[src/sv/ordinal_time_offset_adder_core_assert.svh]
// Assertion macros for the ordinal time offset adder.
`ifndef ORDINAL_TIME_OFFSET_ADDER_CORE_ASSERT_SVH
`define ORDINAL_TIME_OFFSET_ADDER_CORE_ASSERT_SVH

// Same-cycle implication, idle under reset
`define OTOA_ASSERT_IMPLIES(label, clk, rst_n, cond, expr) \
    label: assert property (@(posedge clk) disable iff (!rst_n) (cond) |-> (expr)) \
        else $error("otoa: same-cycle check failed");

// Next-cycle implication, idle under reset
`define OTOA_ASSERT_NEXT(label, clk, rst_n, cond, expr) \
    label: assert property (@(posedge clk) disable iff (!rst_n) (cond) |=> (expr)) \
        else $error("otoa: next-cycle check failed");

`endif

[src/sv/otoa_pkg.sv]
package otoa_pkg;

    // Pipeline shape
    localparam int NUM_STAGES = 7;
    localparam int ST_FRAC    = 0;
    localparam int ST_SEC     = 1;
    localparam int ST_MIN     = 2;
    localparam int ST_HOUR    = 3;
    localparam int ST_YR0     = 4;
    localparam int ST_YR1     = 5;
    localparam int ST_OUT     = 6;

    // Bus widths
    localparam int S_TDATA_W = 104;
    localparam int M_TDATA_W = 56;

    // Leap bits cover year offsets -YR_SPAN .. YR_SPAN-1
    localparam int YR_SPAN = 4;

    // Working item carried down the pipeline; fields fill in stage by stage
    typedef struct packed {
        logic [13:0]        year;
        logic signed [11:0] day;
        logic signed [7:0]  hour;
        logic signed [8:0]  minute;
        logic signed [8:0]  second;
        logic [13:0]        fraction;
        logic [8:0]         yfold;   // value congruent to year mod 25, 10..273
        logic [3:0]         yquot;   // yfold / 25
        logic [4:0]         yrem;    // year mod 25
        logic [7:0]         leap;    // leap flag of year + (j - YR_SPAN)
        logic signed [3:0]  yoff;    // years stepped so far
        logic               oor;
    } stage_t;

    // Form raw sums, normalise the fraction and fold the year modulo 25
    function automatic stage_t split_in(
        input logic [13:0]        s_year,
        input logic [8:0]         s_day,
        input logic [4:0]         s_hour,
        input logic [5:0]         s_minute,
        input logic [5:0]         s_second,
        input logic [13:0]        s_fraction,
        input logic signed [9:0]  o_days,
        input logic signed [5:0]  o_hours,
        input logic signed [6:0]  o_minutes,
        input logic signed [6:0]  o_seconds,
        input logic signed [14:0] o_fraction
    );
        stage_t             s;
        logic signed [15:0] fsum;
        logic signed [15:0] fnorm;
        logic signed [2:0]  fc;
        logic [9:0]         fold;
        s    = '0;
        fsum = $signed({2'b00, s_fraction}) + $signed({o_fraction[14], o_fraction});
        // floor carry of the fraction, sum lies in -16384..32766
        if (fsum < -16'sd10000) begin
            fc    = -3'sd2;
            fnorm = fsum + 16'sd20000;
        end else if (fsum < 16'sd0) begin
            fc    = -3'sd1;
            fnorm = fsum + 16'sd10000;
        end else if (fsum < 16'sd10000) begin
            fc    = 3'sd0;
            fnorm = fsum;
        end else if (fsum < 16'sd20000) begin
            fc    = 3'sd1;
            fnorm = fsum - 16'sd10000;
        end else if (fsum < 16'sd30000) begin
            fc    = 3'sd2;
            fnorm = fsum - 16'sd20000;
        end else begin
            fc    = 3'sd3;
            fnorm = fsum - 16'sd30000;
        end
        s.fraction = fnorm[13:0];
        s.second   = $signed({3'b000, s_second}) + $signed({{2{o_seconds[6]}}, o_seconds})
                   + $signed({{6{fc[2]}}, fc});
        s.minute   = $signed({3'b000, s_minute}) + $signed({{2{o_minutes[6]}}, o_minutes});
        s.hour     = $signed({3'b000, s_hour}) + $signed({{2{o_hours[5]}}, o_hours});
        s.day      = $signed({3'b000, s_day}) + $signed({{2{o_days[9]}}, o_days});
        s.year     = s_year;
        // 1024 = -1 and 32 = 7 modulo 25
        fold = {2'b00, s_year[9:5], 3'b000} - {5'b00000, s_year[9:5]}
             + {5'b00000, s_year[4:0]} + 10'd25 - {6'b000000, s_year[13:10]};
        s.yfold = fold[8:0];
        return s;
    endfunction

    // Normalise seconds into the minute; estimate yfold / 25
    function automatic stage_t norm_second(input stage_t p);
        stage_t            s;
        logic signed [2:0] c;
        logic [14:0]       prod;
        s = p;
        if (p.second < -9'sd60) begin
            c        = -3'sd2;
            s.second = p.second + 9'sd120;
        end else if (p.second < 9'sd0) begin
            c        = -3'sd1;
            s.second = p.second + 9'sd60;
        end else if (p.second < 9'sd60) begin
            c        = 3'sd0;
            s.second = p.second;
        end else if (p.second < 9'sd120) begin
            c        = 3'sd1;
            s.second = p.second - 9'sd60;
        end else begin
            c        = 3'sd2;
            s.second = p.second - 9'sd120;
        end
        s.minute = p.minute + $signed({{6{c[2]}}, c});
        // 41/1024 is exact enough for yfold below 400
        prod    = {6'b000000, p.yfold} * 15'd41;
        s.yquot = prod[13:10];
        return s;
    endfunction

    // Normalise minutes into the hour; finish year mod 25
    function automatic stage_t norm_minute(input stage_t p);
        stage_t            s;
        logic signed [2:0] c;
        logic [8:0]        rem;
        s = p;
        if (p.minute < -9'sd60) begin
            c        = -3'sd2;
            s.minute = p.minute + 9'sd120;
        end else if (p.minute < 9'sd0) begin
            c        = -3'sd1;
            s.minute = p.minute + 9'sd60;
        end else if (p.minute < 9'sd60) begin
            c        = 3'sd0;
            s.minute = p.minute;
        end else if (p.minute < 9'sd120) begin
            c        = 3'sd1;
            s.minute = p.minute - 9'sd60;
        end else begin
            c        = 3'sd2;
            s.minute = p.minute - 9'sd120;
        end
        s.hour = p.hour + $signed({{5{c[2]}}, c});
        rem    = p.yfold - {1'b0, p.yquot, 4'b0000} - {2'b00, p.yquot, 3'b000}
               - {5'b00000, p.yquot};
        s.yrem = rem[4:0];
        return s;
    endfunction

    // Normalise hours into the day; build leap flags around the start year
    function automatic stage_t norm_hour(input stage_t p);
        stage_t            s;
        logic signed [2:0] c;
        logic signed [5:0] kk;
        logic signed [5:0] rk;
        logic [3:0]        low4;
        logic              z25;
        s = p;
        if (p.hour < -8'sd24) begin
            c      = -3'sd2;
            s.hour = p.hour + 8'sd48;
        end else if (p.hour < 8'sd0) begin
            c      = -3'sd1;
            s.hour = p.hour + 8'sd24;
        end else if (p.hour < 8'sd24) begin
            c      = 3'sd0;
            s.hour = p.hour;
        end else if (p.hour < 8'sd48) begin
            c      = 3'sd1;
            s.hour = p.hour - 8'sd24;
        end else begin
            c      = 3'sd2;
            s.hour = p.hour - 8'sd48;
        end
        s.day = p.day + $signed({{9{c[2]}}, c});
        // leap: divisible by 4, and not by 100 unless by 400 (100 = 4*25, 400 = 16*25)
        for (int j = 0; j < 2 * YR_SPAN; j++) begin
            kk        = 6'(j - YR_SPAN);
            rk        = $signed({1'b0, p.yrem}) + kk;
            low4      = p.year[3:0] + kk[3:0];
            z25       = (rk == 6'sd0) || (rk == 6'sd25);
            s.leap[j] = (low4[1:0] == 2'b00) && (!z25 || (low4 == 4'b0000));
        end
        s.yoff = 4'sd0;
        return s;
    endfunction

    // One carry or borrow of the day into the year
    function automatic stage_t year_step(input stage_t p);
        stage_t             s;
        logic signed [3:0]  ic;
        logic [2:0]         icur;
        logic [2:0]         iprev;
        logic signed [11:0] len_cur;
        logic signed [11:0] len_prev;
        s        = p;
        ic       = p.yoff + 4'sd4;
        icur     = ic[2:0];
        iprev    = icur - 3'd1;
        len_cur  = p.leap[icur] ? 12'sd366 : 12'sd365;
        len_prev = p.leap[iprev] ? 12'sd366 : 12'sd365;
        if (p.day > len_cur) begin
            s.day  = p.day - len_cur;
            s.yoff = p.yoff + 4'sd1;
        end else if (p.day < 12'sd1) begin
            s.day  = p.day + len_prev;
            s.yoff = p.yoff - 4'sd1;
        end
        return s;
    endfunction

    // Apply the year offset and saturate
    function automatic stage_t finish_year(input stage_t p);
        stage_t             s;
        logic signed [15:0] y;
        s = p;
        y = $signed({2'b00, p.year}) + $signed({{12{p.yoff[3]}}, p.yoff});
        if (y < 16'sd1) begin
            s.year = 14'd1;
            s.oor  = 1'b1;
        end else if (y > 16'sd9999) begin
            s.year = 14'd9999;
            s.oor  = 1'b1;
        end else begin
            s.year = y[13:0];
            s.oor  = 1'b0;
        end
        return s;
    endfunction

endpackage

[src/sv/ordinal_time_offset_adder_core.sv]
// Channel   Dir  tdata (low bit up)                                tuser
// s_axis    in   start fields, then offset fields, padded to 104   -
// m_axis    out  sum fields, padded to 56                          year_out_of_range
//
// Seven register stages: fraction, second, minute and hour normalisation,
// two stages of two year carry steps each, and the output register.
// One transaction per cycle while m_axis accepts results.
// rst_n clears the stage valid bits only; payload registers hold no reset.
// A stall on m_axis backs up through empty-slot ready logic; no transaction is
// dropped or repeated.

`include "ordinal_time_offset_adder_core_assert.svh"

module ordinal_time_offset_adder_core
    import otoa_pkg::*;
(
    input  logic                 clk,
    input  logic                 rst_n,
    input  logic                 s_axis_tvalid,
    output logic                 s_axis_tready,
    // start_year, start_day, start_hour, start_minute, start_second,
    // start_fraction, offset_days, offset_hours, offset_minutes,
    // offset_seconds, offset_fraction
    input  logic [S_TDATA_W-1:0] s_axis_tdata,
    output logic                 m_axis_tvalid,
    input  logic                 m_axis_tready,
    // sum_year, sum_day, sum_hour, sum_minute, sum_second, sum_fraction
    output logic [M_TDATA_W-1:0] m_axis_tdata,
    // year_out_of_range
    output logic [0:0]           m_axis_tuser
);

    stage_t                  st_reg  [NUM_STAGES];
    stage_t                  st_next [NUM_STAGES];
    logic [NUM_STAGES-1:0]   vld_reg;
    logic [NUM_STAGES-1:0]   vld_next;
    logic [NUM_STAGES-1:0]   adv;
    logic                    yr1_settled;
    logic                    sum_in_range;
    logic                    sum_year_at_limit;

    // Advance a stage when it is empty or the one after it advances
    always_comb
    begin
        adv[NUM_STAGES-1] = !vld_reg[NUM_STAGES-1] || m_axis_tready;
        for (int i = NUM_STAGES - 2; i >= 0; i--)
        begin
            adv[i] = !vld_reg[i] || adv[i+1];
        end
    end

    assign s_axis_tready = adv[ST_FRAC];

    // Stage logic
    always_comb
    begin
        st_next[ST_FRAC] = split_in(
            s_axis_tdata[13:0],  s_axis_tdata[22:14], s_axis_tdata[27:23],
            s_axis_tdata[33:28], s_axis_tdata[39:34], s_axis_tdata[53:40],
            $signed(s_axis_tdata[63:54]), $signed(s_axis_tdata[69:64]),
            $signed(s_axis_tdata[76:70]), $signed(s_axis_tdata[83:77]),
            $signed(s_axis_tdata[98:84]));
        st_next[ST_SEC]  = norm_second(st_reg[ST_FRAC]);
        st_next[ST_MIN]  = norm_minute(st_reg[ST_SEC]);
        st_next[ST_HOUR] = norm_hour(st_reg[ST_MIN]);
        st_next[ST_YR0]  = year_step(year_step(st_reg[ST_HOUR]));
        st_next[ST_YR1]  = year_step(year_step(st_reg[ST_YR0]));
        st_next[ST_OUT]  = finish_year(st_reg[ST_YR1]);
    end

    // Valid bits follow the data
    always_comb
    begin
        vld_next[ST_FRAC] = adv[ST_FRAC] ? s_axis_tvalid : vld_reg[ST_FRAC];
        for (int i = 1; i < NUM_STAGES; i++)
        begin
            vld_next[i] = adv[i] ? vld_reg[i-1] : vld_reg[i];
        end
    end

    always_ff @(posedge clk or negedge rst_n)
    begin
        if (!rst_n)
        begin
            vld_reg <= '0;
        end
        else
        begin
            vld_reg <= vld_next;
        end
    end

    // Load payload on advance, hold otherwise
    always_ff @(posedge clk)
    begin
        for (int i = 0; i < NUM_STAGES; i++)
        begin
            if (adv[i])
            begin
                st_reg[i] <= st_next[i];
            end
        end
    end

    // Drive the result bus
    assign m_axis_tvalid = vld_reg[ST_OUT];
    assign m_axis_tdata  = {2'b00,
                            st_reg[ST_OUT].fraction,
                            st_reg[ST_OUT].second[5:0],
                            st_reg[ST_OUT].minute[5:0],
                            st_reg[ST_OUT].hour[4:0],
                            st_reg[ST_OUT].day[8:0],
                            st_reg[ST_OUT].year};
    assign m_axis_tuser  = st_reg[ST_OUT].oor;

    // Conditions watched by the checks
    assign yr1_settled       = st_reg[ST_YR1].day >= 12'sd1 && st_reg[ST_YR1].day <= 12'sd366
                               && st_reg[ST_YR1].yoff >= -4'sd2
                               && st_reg[ST_YR1].yoff <= 4'sd2;
    assign sum_in_range      = m_axis_tdata[27:23] < 5'd24 && m_axis_tdata[33:28] < 6'd60
                               && m_axis_tdata[39:34] < 6'd60
                               && m_axis_tdata[53:40] < 14'd10000;
    assign sum_year_at_limit = m_axis_tdata[13:0] == 14'd1 || m_axis_tdata[13:0] == 14'd9999;

    // Checks
    `OTOA_ASSERT_NEXT(a_load_first, clk, rst_n, s_axis_tvalid && s_axis_tready, vld_reg[ST_FRAC])
    `OTOA_ASSERT_IMPLIES(a_year_settled, clk, rst_n, vld_reg[ST_YR1], yr1_settled)
    `OTOA_ASSERT_IMPLIES(a_sum_normal, clk, rst_n, m_axis_tvalid, sum_in_range)
    `OTOA_ASSERT_IMPLIES(a_sat_flag, clk, rst_n, m_axis_tvalid && m_axis_tuser[0], sum_year_at_limit)

endmodule
[config.mk]
export PLATFORM = sky130hd
export DESIGN_NAME = ordinal_time_offset_adder_core
export DESIGN_NICKNAME = d
export VERILOG_FILES = /design/src/sv/otoa_pkg.sv /design/src/sv/ordinal_time_offset_adder_core.sv
export VERILOG_INCLUDE_DIRS = /design/src /design/src/sv
export SDC_FILE = /design/constraint.sdc
export NUM_CORES = 1
export LEC_CHECK = 0
export BUFFER_PORTS_ARGS = -buffer_cell sky130_fd_sc_hd__clkbuf_2
export CORE_ASPECT_RATIO = 0.9
export CORE_MARGIN = 2
export CORE_UTILIZATION = 35
export DETAILED_ROUTE_END_ITERATION = 10
export PLACE_DENSITY = 0.6
export SYNTH_ARGS = -nofsm -noshare
export SYNTH_HDL_FRONTEND = slang
export SYNTH_SLANG_ARGS = --single-unit
[constraint.sdc]
create_clock -name clk -period 9.2 [get_ports clk]
set_input_delay 1.84 -clock clk [delete_from_list [all_inputs] [get_ports clk]]
set_output_delay 1.84 -clock clk [all_outputs]
set_load 0.02 [all_outputs]
Yosys cells after proc, flatten, opt, wreduce, memory -nomap -nowiden
Memory sizes are Yosys's and may differ from the RTL's.
Cells that the tools add are included.
- register bits after elaboration: 7
- bits in writable memories: 679
- input bits: 108
- output and inout port bits: 59
- logic and storage cells: 286
- memories: 1
- memory list (name ; words ; width ; rd ports ; clocked after Yosys merged registers in ; write ports ; line ; RTL):
    st_reg ; 7 ; 97 ; 7 ; 0 ; 7 ; ordinal_time_offset_adder_core.sv:33 ; stage_t st_reg [NUM_STAGES];
- $add $sub $neg: 72
- $mul: 1
- $lt $le $gt $ge: 35
- equal/unequal tests: 8
- muxes and demuxes: 92
- reductions and logical operators: 70
- operators by type and width (cell ; count):
    14-bit 2-to-1 mux ; 7
    12-bit 2-to-1 mux ; 8
    9-bit 2-to-1 mux ; 8
    12-bit by 10-bit adder with 12-bit output ; 4
    12-bit by 10-bit > comparator with 1-bit output ; 4
    6-bit zero test ; 8
    12-bit by 2-bit less-than comparator with 1-bit output (second input constant) ; 4
    12-bit by 10-bit subtractor with 12-bit output ; 4
    6-bit equality test (second input constant) ; 7
    9-bit by 7-bit less-than comparator with 1-bit output (second input constant) ; 4
    4-bit zero test ; 8
    16-bit by 15-bit less-than comparator with 1-bit output (second input constant) ; 2
    16-bit less-than comparator (second input constant) ; 2
    3-bit by 4-bit less-than comparator with 1-bit output (second input constant) ; 8
    2-bit 2-to-1 mux ; 16
    4-bit 2-to-1 mux ; 8
    8-bit 2-to-1 mux ; 4
    14-bit by 13-bit subtractor with 14-bit output (second input constant) ; 2
    1-bit 2-to-1 mux ; 25
    4-bit by 2-bit adder with 4-bit output (second input constant) ; 6
    1-bit binary-select mux with 3-bit select ; 8
    3-bit 2-to-1 mux ; 8
    1-bit logical OR ; 23
    9-bit by 7-bit adder with 9-bit output (second input constant) ; 2
    48 further kinds ; 98

Logic depth before layout (Yosys ltp)
Gate-level depths: netlist of the first run.
An unclocked memory read counts as a cell.
- depth after elaboration: 15
- gate-level depth with buffers: 24
- gate-level depth less buffers: 24

Worst setup path after synthesis of the first run
OpenSTA, ideal clock, no wires.
- kind: input-to-output
- start: in m_axis_tready
- end: out s_axis_tready
- arrival time: 6.684 ns
- data required time: 7.360 ns
- setup slack: 0.676 ns
- cell stages on the path: 4
- path buffers: 0
- cells stage by stage: nor2b_1 -> nand3_1 -> nor2_1 -> nand4_1
- longest elaborated chain between the ends: 7
- RTL lines (item ; line ; RTL):
    start, declared ; ordinal_time_offset_adder_core.sv:26 ; input logic m_axis_tready,
    1-bit logical OR ; ordinal_time_offset_adder_core.sv:45 ; adv[NUM_STAGES-1] = !vld_reg[NUM_STAGES-1] || m_axis_tready;
    1-bit logical OR (2 in series) ; ordinal_time_offset_adder_core.sv:48 ; adv[i] = !vld_reg[i] || adv[i+1];
    via adv[4] ; ordinal_time_offset_adder_core.sv:37 ; logic [NUM_STAGES-1:0] adv;
    1-bit logical OR (4 in series) ; ordinal_time_offset_adder_core.sv:48 ;
    end, declared ; ordinal_time_offset_adder_core.sv:20 ; output logic s_axis_tready,
The timed path passes the listed nets, and every way through them passes these cells.

==> results of run 1 <==
==> per-layer routing <==
layer  up-vias  global-route usage [%]  wire (µm)
met5         -                       0         60
met4        10                    3.89       1020
met3        84                    2.39       2200
met2       301                    22.6      23800
met1      7297                    18.1      22200
li1       7460                       -          -
==> area by class of cell <==
type,count,area (µm²),share of cell area [%]
Antenna cell,3,7.51,0.0270
Clock inverter,29,323,1.16
Sequential cell,459,13700,49.5
Multi-Input combinational cell,1198,9780,35.2
Timing Repair Buffer,175,916,3.30
Inverter,176,661,2.38
Clock buffer,53,1180,4.24
Tap cell,930,1160,4.19
==> worst max-delay path by stage <==
stage / startpoint / endpoint / slack (ns) / cells past startpoint
after detailed placement: s_axis_tdata[40] / st_reg[0][52] / 1.62 / 24
final: s_axis_tdata[40] / st_reg[0][52] / 2.14 / 24
after CTS: st_reg[4][1] / st_reg[5][77] / 2.09 / 20
after global routing: st_reg[4][1] / st_reg[5][74] / 1.62 / 20
after global placement: s_axis_tdata[40] / st_reg[0][52] / 1.56 / 24
after floorplan: m_axis_tready / s_axis_tready / 0.68 / 4
==> through the flow <==
| step | hold WS, ns | setup WS (ns) | instances | total power, mW | utilization, % |
|---|---|---|---|---|---|
| 2_1_floorplan | 0.400 | 0.676 | 1884 | 8.35 | - |
| 4_1_cts | 0.408 | 2.09 | 3020 | 11.5 | 40.4 |
| 3_3_place_gp | 0.400 | 1.56 | 2938 | 9.43 | 38.2 |
| 5_1_grt | 0.420 | 1.62 | 3021 | 12.4 | 40.4 |
| 6_report | 0.412 | 2.14 | 3023 | 11.4 | 40.4 |
| 3_5_place_dp | 0.405 | 1.62 | 2938 | 9.60 | 38.2 |
==> cells in the mapped netlist, types with 9 or more instances <==
cell type	n	area [µm²]
nor2b_1	10	62.6
ha_1	183	2290
nand2_1	67	251
nor3_1	37	185
o31ai_1	12	90.1
o31a_1	9	78.8
mux4_2	9	203
fa_1	34	681
and3_1	11	68.8
buf_2	13	65.1
o21a_1	12	90.1
xor2_1	41	359
a21oi_1	120	601
o21bai_1	21	158
and2_1	11	68.8
o211ai_1	19	143
nor2_1	90	338
nand4_1	9	56.3
a211oi_1	15	113
edfxtp_1	452	13600
a31oi_1	22	138
nand2b_1	20	125
nand3_1	28	140
o22ai_1	10	62.6
mux2i_1	13	130
or3_1	11	68.8
inv_1	175	657
xnor2_1	98	858
o21ai_0	60	300
a21o_1	35	263
a311oi_1	9	78.8
clkbuf_1	26	97.6
==> placed cells by master (no fill, tap or decap), drive strengths merged, types with 23 or more instances in the layout <==
| cell | count |
|---|---|
| xnor2 | 102 |
| inv | 179 |
| a21oi | 121 |
| o21ai | 68 |
| nor2 | 90 |
| edfxtp | 452 |
| nand2 | 67 |
| xor2 | 42 |
| nor3 | 38 |
| a31oi | 23 |
| ha | 183 |
| a21o | 35 |
| clkbuf | 212 |
| fa | 34 |
| nand3 | 28 |
==> power by group <==
part / internal [mW] / total [mW] / leakage, nW / switching, mW
clock: 1.07 / 1.84 / 0.725 / 0.775
sequential: 3.54 / 4.04 / 4.72 / 0.504
combinational: 2.35 / 5.54 / 5.55 / 3.19
total: 6.95 / 11.4 / 11.0 / 4.47
==> critical path: stages <==
cell,delay (ns)
clkbuf_2,0.08
ha_1,0.23
fa_1,0.44
and3_1,0.22
o21ai_0,0.25
o221ai_1,0.26
or2_2,0.49
a41oi_1,0.38
a21oi_1,0.12
nand3b_1,0.18
ha_1,0.53
inv_1,0.35
o211ai_1,0.26
fa_1,0.44
inv_1,0.06
ha_1,0.15
inv_1,0.06
fa_1,0.39
nor2b_1,0.12
o21ai_0,0.08
nand2b_1,0.10
a21o_1,0.12
a21oi_1,0.07
xor2_1,0.14
==> kinds of logic (layout without fill, tap and decap cells) <==
logic type	Yosys count	after routing	share of synthesized area, %
AOI/OAI and AO/OA	478	478	14.0
xor gates and xnor gates	144	144	5.32
adders and majority gates	217	217	12.2
buffers and inverters	227	433	3.75
DFF	459	459	56.3
muxes	28	28	1.64
other	1	5	0.0154
and+or+nand+nor	329	329	6.82
==> reports/metrics.yaml, run 1 <==
setup_path:
  path_class: "input pin to flip-flop"
  cp-start-kind: "input pin"
  reg2reg_to: "st_reg[5][77]"
  r2r_setup_slack_ns: 2.15
  cp-end-kind: "flip-flop"
  r2r-start: "st_reg[4][1]"
  critPathMaxFanout: 16
  arrival_ns: 7.39
  ff2ff_path_depth: 20
  worstPathRequired_ns: 9.53
hold_path:
  holdPathEnd: "st_reg[3][57]"
  min_path_cells: 0
  hold_class: "flip-flop to flip-flop"
  min-delay-start: "st_reg[2][57]"
drt:
  drt-initial-drc-count: 795
  drt_first_pass_iters: 7
  drc: 0
  viasPerCell: 5.01
  wl_per_cell_um: 16.3
  ant_nets: 0
  vias: 15200
  route.final.wire_length_um: 49300
timing:
  slew_viol_final: 0
  tns_ns: 0
  timing_hold_violations_final: 0
  fmax_mhz: 142
  rsz0062_at_grt: "false"
  fin_crit_ns: 7.06
  finalSetupViolCount: 0
  tightest_slew_ns: 1.05
  worst_clock_skew_ns: 0.0189
  period_share_pct: 76.8
  relSlewSlack_pct: 29.2
clocking:
  cts.sinks: 459
  numCtsBuffers: 46
  cts_buffer_depth: 3
  clk_pin_slew_worst_paths_ns: 0.06
  postCtsHoldBufs: 0
  htree_levels: 2
  postCtsResizedCells: 0
  clock_latency_ns: 0.58
  cts_tree: "done"
  root_buffer: "clkbuf_16"
  post_cts_buffers: 0
global_routing:
  grt_max_degree: 72
  grt_overflow_total: 0
  grt_pass1_wl_um: 78200
  antenna_found_initial: 7
  grt_pass1_vias: 14900
  track_usage_pct: 13.6
floorplanning:
  start_util_pct: 35.5
  die_w_um: 282
  coreArea_mm2: 0.0688
  die_y_um: 255
  ioPinCount: 167
  die-area_mm2: 0.0719
  rows: 91
layout:
  fillers: 6377
  final_area_mm2: 0.0278
  drive_above_1_share_pct: 15.0
  nNetsFinal: 2381
  syn_to_final_growth_pct: 13.8
  largest_register_ffs: 452
synthesis:
  synth-edff-count: 452
  synthArstFlopShare_pct: 1.53
  ys_ff_latch: 459
  synth.avg_cell_area_um2: 13.0
  ys_types: 102
  ys_seq_area_share_pct: 56.3
  syn-cell-area_mm2: 0.0244
  synth_ff_type: "edfxtp_1"
  synth_warnings: 0
  synthCells: 1883
pwr:
  power.density_mw_per_mm2: 411
  p_leak_nw: 11.0
  ir_worst_vdd_uv: 223
job:
  cap_violations: 0
placed_design:
  globalplace.congestion: 0.822
  io_buffers: 159
  placed_cell_area_mm2: 0.0263
  dp_hpwl_um: 37000
status:
  outcome: "finished clean"
No activity file was read; power rests on OpenSTA's default activity.
==> run 2: changes to the inputs <==
PLACE_DENSITY = 0.62   (was 0.6)
clock period = 6.4 ns   (was 9.2 ns; I/O delays follow)
==> run 2 against run 1 <==
Effect of this change:
- die area is the same
- critical path type is now flip-flop to flip-flop
- via count is essentially flat
- combinational power grew 48%
==> reports/metrics.yaml, run 2 (same netlist as run 1, synthesis figures left out) <==
status:
  outcome: "finished clean"
clocking:
  clk_pin_slew_worst_paths_ns: 0.06
  cts.sinks: 459
  numCtsBuffers: 48
  cts_buffer_depth: 3
  htree_levels: 2
  cts_tree: "done"
  root_buffer: "clkbuf_16"
  postCtsHoldBufs: 0
  clock_latency_ns: 0.59
setup_path:
  critPathMaxFanout: 4
  crit_slowest_cell: "mux4_2"
  cp_top_family: "multiplexers"
  cp_cell_sequence: "mux4_2 -> mux2i_1 -> ha_1 -> inv_1 -> fa_1 -> a311oi_1 -> nor2_1 -> a31oi_1 -> nand2_1 -> xnor2_2 -> buf_4 -> inv_1 -> ha_1 -> xnor2_1 -> mux4_2 -> mux2_2 -> fa_1 -> or3_1 -> a21oi_1 -> a22o_1 -> xor2_1"
  cp_num_cells: 21
  path_class: "flip-flop to flip-flop"
  worstPathRequired_ns: 6.72
  cp-start-kind: "flip-flop"
  arrival_ns: 6.30
  ff2ff_path_depth: 21
  r2r_setup_slack_ns: 0.41
  max_stage_delay_ns: 0.53
  cp-end-kind: "flip-flop"
  cp.buffers_inverters: 3
pwr:
  combPwrFrac_pct: 49.2
  p_seq_share_pct: 35.0
  p_leak_nw: 11.2
  p_switching_mw: 6.48
  ir_worst_vdd_uv: 312
  power.density_mw_per_mm2: 594
  power_frac_clock_pct: 15.9
  p_int_mw: 10.2
  switching_share_pct: 38.9
drt:
  drt_first_pass_iters: 5
  viasPerCell: 4.95
  drc: 0
  drt-initial-drc-count: 1017
  wl_per_cell_um: 15.8
  route.final.wire_length_um: 48400
  vias: 15200
  ant_nets: 0
job:
  cap_violations: 0
layout:
  final_cell_mix: "edfxtp_1 (452), ha_1 (183), inv_1 (173)"
  syn_to_final_growth_pct: 14.9
  final_common_cell: "edfxtp_1"
  fin_util_pct: 40.8
  nNetsFinal: 2415
  drive_above_1_share_pct: 16.5
  final_area_mm2: 0.0280
  largest_register_ffs: 452
floorplanning:
  die_w_um: 282
  ioPinCount: 167
  rows: 91
  die_y_um: 255
  start_util_pct: 35.5
  die-area_mm2: 0.0719
  coreArea_mm2: 0.0688
timing:
  rsz0062_at_grt: "false"
  relSlewSlack_pct: 28.6
  fmax_mhz: 167
  fin_crit_ns: 5.99
  slew_viol_final: 0
  worst_clock_skew_ns: 0.0249
  tightest_slew_ns: 1.06
  timing_hold_violations_final: 0
  tns_ns: 0
  period_share_pct: 93.5
  finalSetupViolCount: 0
placed_design:
  dp_hpwl_um: 36700
  placed_cell_area_mm2: 0.0265
  io_buffers: 159
  globalplace.congestion: 0.851
global_routing:
  grt_max_degree: 75
  grt_pass1_wl_um: 77900
  grt_overflow_total: 0
  grt_pass1_vias: 14900
  antenna_found_initial: 7
  track_usage_pct: 13.4
hold_path:
  min_path_cells: 0
  hold_class: "flip-flop to flip-flop"
run 2: metrics by stage:
| step | hold slack, ns | cells | setup slack, ns | total power [mW] |
|---|---|---|---|---|
| floorplan | 0.400 | 1884 | 0.155 | 12.0 |
| global placement | 0.401 | 2969 | 0.137 | 13.8 |
| detailed placement | 0.405 | 2969 | 0.0905 | 14.0 |
| CTS | 0.409 | 3056 | 0.180 | 16.8 |
| global route | 0.412 | 3059 | 0.00207 | 18.1 |
| finish | 0.412 | 3059 | 0.414 | 16.7 |
run 2: area by class of cell:
| cell class | count | area (µm²) |
|---|---|---|
| multi-input cells | 1198 | 9780 |
| flip-flops and latches | 459 | 13700 |
| fillers | 6413 | 40700 |
| well taps | 930 | 1160 |
| diodes | 2 | 5.00 |
| clock buffers | 61 | 1270 |
| inverters | 176 | 661 |
| clock inverters | 26 | 254 |
| repair buffers | 207 | 1160 |
run 2: path summary, 6_finish.rpt:
check,from,endpoint
max in group asynchronous,rst_n,vld_reg[2]
min in group asynchronous,rst_n,vld_reg[6]
min reg2reg,st_reg[0][74],st_reg[1][74]
max reg2reg,st_reg[4][1],st_reg[5][77]
min,st_reg[0][74],st_reg[1][74]
max,st_reg[4][1],st_reg[5][77]
run 2: worst register-to-register path: cells and delay by family, from the launching register on:
| family | cells | cell delay [ns] |
|---|---|---|
| DFF | 1 | 0.44 |
| buffers and inverters | 3 | 0.29 |
| AOI/OAI and AO/OA | 4 | 0.96 |
| adders and majority gates | 4 | 1.27 |
| muxes | 4 | 1.46 |
| and+or+nand+nor | 3 | 0.71 |
| xor gates and xnor gates | 3 | 0.59 |
run 2: what timing repair did:
item	in CTS	in global routing
setup buffers	0	1
resized for setup	0	1
endpoints found under the setup margin	0	12
run 2: layer usage:
metal  up-vias  wire length, µm  track usage [%]
met4         8             1100             3.89
li1       7530                -                -
met3        84             2460             2.62
met1      7194            22400             18.3
met5         -               48                0
met2       334            22400             21.8
run 2: power by group through the flow:
| stage | Combinational, mW | Clock [mW] | Sequential, mW |
|---|---|---|---|
| floorplan | 6.38 | 0 | 5.62 |
| global placement | 7.95 | 0 | 5.84 |
| detailed placement | 8.14 | 0 | 5.89 |
| CTS | 8.22 | 2.74 | 5.83 |
| global route | 9.26 | 2.84 | 5.97 |
| finish | 8.19 | 2.64 | 5.82 |
==> run 3: changes to the inputs <==
CELL_PAD_IN_SITES_DETAIL_PLACEMENT = 0   (was not set)
CELL_PAD_IN_SITES_GLOBAL_PLACEMENT = 2   (was not set)
PLACE_DENSITY = 0.79   (was 0.62)
==> run 3 against run 2 <==
Effect of this change:
- total power increased by 1.8%
- core utilization increased by 0.33 points
- combinational power about the same
- via count increased by 0.39%
- clock power increased by 12%
- clock skew increased by 0.035 ns
- highest routed layer is now met4
==> reports/metrics.yaml, run 3 (same netlist as run 1, synthesis figures left out) <==
status:
  outcome: "finished clean"
pwr:
  fin_total_pwr_mw: 17.0
  p_int_mw: 10.4
  switching_share_pct: 38.7
  p_leak_nw: 11.3
  combPwrFrac_pct: 48.2
  ir_worst_vdd_uv: 342
  power.density_mw_per_mm2: 600
  power_frac_clock_pct: 17.4
  p_switching_mw: 6.56
  p_seq_share_pct: 34.4
drt:
  drc: 0
  vias: 15200
  drt-met1-wl_um: 22900
  met2_length_um: 23400
  drt-initial-drc-count: 982
  wl_per_cell_um: 16.1
  route.final.wire_length_um: 49500
  viasPerCell: 4.96
  top_layer: "met4"
  ant_nets: 0
  dr_wl_met3_um: 2160
  drt_first_pass_iters: 5
clocking:
  cts_tree: "done"
  root_buffer: "clkbuf_16"
  htree_levels: 2
  post_cts_buffers: 0
  clk_pin_slew_worst_paths_ns: 0.06
  cts_buffer_depth: 3
  postCtsResizedCells: 0
  cts.sinks: 459
  numCtsBuffers: 50
  postCtsHoldBufs: 0
  clock_latency_ns: 0.63
floorplanning:
  die_w_um: 282
  start_util_pct: 35.5
  rows: 91
  coreArea_mm2: 0.0688
  die_y_um: 255
  die-area_mm2: 0.0719
  ioPinCount: 167
setup_path:
  cp.buffers_inverters: 2
  path_class: "flip-flop to flip-flop"
  cp-start-kind: "flip-flop"
  critPathMaxFanout: 12
  crit_slowest_cell: "mux4_2"
  cp_cell_sequence: "mux4_2 -> mux2i_2 -> ha_1 -> inv_1 -> fa_1 -> a311oi_1 -> nor2_1 -> a31oi_1 -> nand2_1 -> xnor2_2 -> mux4_2 -> mux2i_1 -> ha_1 -> inv_1 -> fa_1 -> and2_1 -> a311o_1 -> a32o_2 -> a22o_1 -> xor2_1"
  cp-end-kind: "flip-flop"
  max_stage_delay_ns: 0.55
  arrival_ns: 6.36
  cp_top_family: "compound AO/OA/AOI/OAI gates"
  worstPathRequired_ns: 6.75
global_routing:
  grt_overflow_total: 0
  grt_max_degree: 70
  track_usage_pct: 14.0
  antenna_found_initial: 0
  grt_pass1_vias: 15300
  grt_pass1_wl_um: 80500
placed_design:
  dp_hpwl_um: 36000
  io_buffers: 159
  globalplace.congestion: 0.849
  placed_cell_area_mm2: 0.0265
  dp_slack_ns: -0.0173
  dp.cells: 2973
timing:
  rsz0062_at_grt: "false"
  fmax_mhz: 166
  period_share_pct: 93.9
  worst_clock_skew_ns: 0.0602
  timing_hold_violations_final: 0
  slew_viol_final: 0
  fin_crit_ns: 6.01
  tns_ns: 0
  worst_slack_ns: 0.388
  finalSetupViolCount: 0
  hold_slack_ns: 0.389
  tightest_slew_ns: 1.08
  relSlewSlack_pct: 27.1
layout:
  fillers: 6475
  nNetsFinal: 2420
  drive_above_1_share_pct: 16.9
  final_cell_mix: "edfxtp_1 (452), ha_1 (183), inv_1 (173)"
  final_common_cell: "edfxtp_1"
  largest_register_ffs: 452
  syn_to_final_growth_pct: 15.8
  antenna_cells: 0
  stdcell_count: 3065
  fin_util_pct: 41.1
  final_area_mm2: 0.0283
hold_path:
  hold_class: "flip-flop to flip-flop"
job:
  cap_violations: 0
## run 3: cell types whose count changed in the layout (fill, tap and decap cells not counted), sizes merged
cell / previous run / this run
bufinv: 3 / 6
clkbuf: 220 / 223
buf: 48 / 51
inv: 179 / 180
clkinvlp: 2 / 4
diode: 2 / 0
clkinv: 18 / 14
## run 3: worst reg2reg max path, stage by stage (launching register included)
cell and delay (ns):
edfxtp_1 0.49, mux4_2 0.55, mux2i_2 0.23, ha_1 0.20
inv_1 0.05, fa_1 0.39, a311oi_1 0.37, nor2_1 0.11
a31oi_1 0.28, nand2_1 0.17, xnor2_2 0.28, mux4_2 0.54
mux2i_1 0.23, ha_1 0.18, inv_1 0.06, fa_1 0.38
and2_1 0.15, a311o_1 0.34, a32o_2 0.38, a22o_1 0.25
xor2_1 0.14
## run 3: power groups by stage
| stage | Clock (mW) | Sequential [mW] | Combinational, mW |
|---|---|---|---|
| finish | 2.95 | 5.83 | 8.17 |
| global route | 3.15 | 5.99 | 9.30 |
| CTS | 3.04 | 5.85 | 8.23 |
| detailed placement | 0 | 5.90 | 8.17 |
| global placement | 0 | 5.86 | 8.05 |
| floorplan | 0 | 5.62 | 6.38 |
## run 3: layout make-up
class	instances	area [µm²]	share of cell area, %
Clock buffer	64	1330	4.72
Clock inverter	28	393	1.39
Inverter	176	661	2.34
Multi-Input combinational cell	1198	9790	34.6
Sequential cell	459	13700	48.6
Tap cell	930	1160	4.12
Timing Repair Buffer	210	1180	4.17
## run 3: worst paths after layout
path,startpoint,to,slack [ns],cells past startpoint
hold reg to reg,st_reg[0][41],st_reg[1][41],0.39,0
max in group asynchronous,rst_n,vld_reg[6],5.77,1
setup reg to reg,st_reg[4][1],st_reg[5][77],0.39,20
setup / recovery,st_reg[4][1],st_reg[5][77],0.39,20
min in group asynchronous,rst_n,vld_reg[3],0.47,1
hold / removal,st_reg[0][41],st_reg[1][41],0.39,0
## run 3: per-layer routing
layer | GRT usage (%) | vias up
met2 | 23.0 | 289
li1 | - | 7537
met3 | 2.35 | 68
met1 | 18.9 | 7315
met4 | 4.14 | 0
met5 | 0 | -
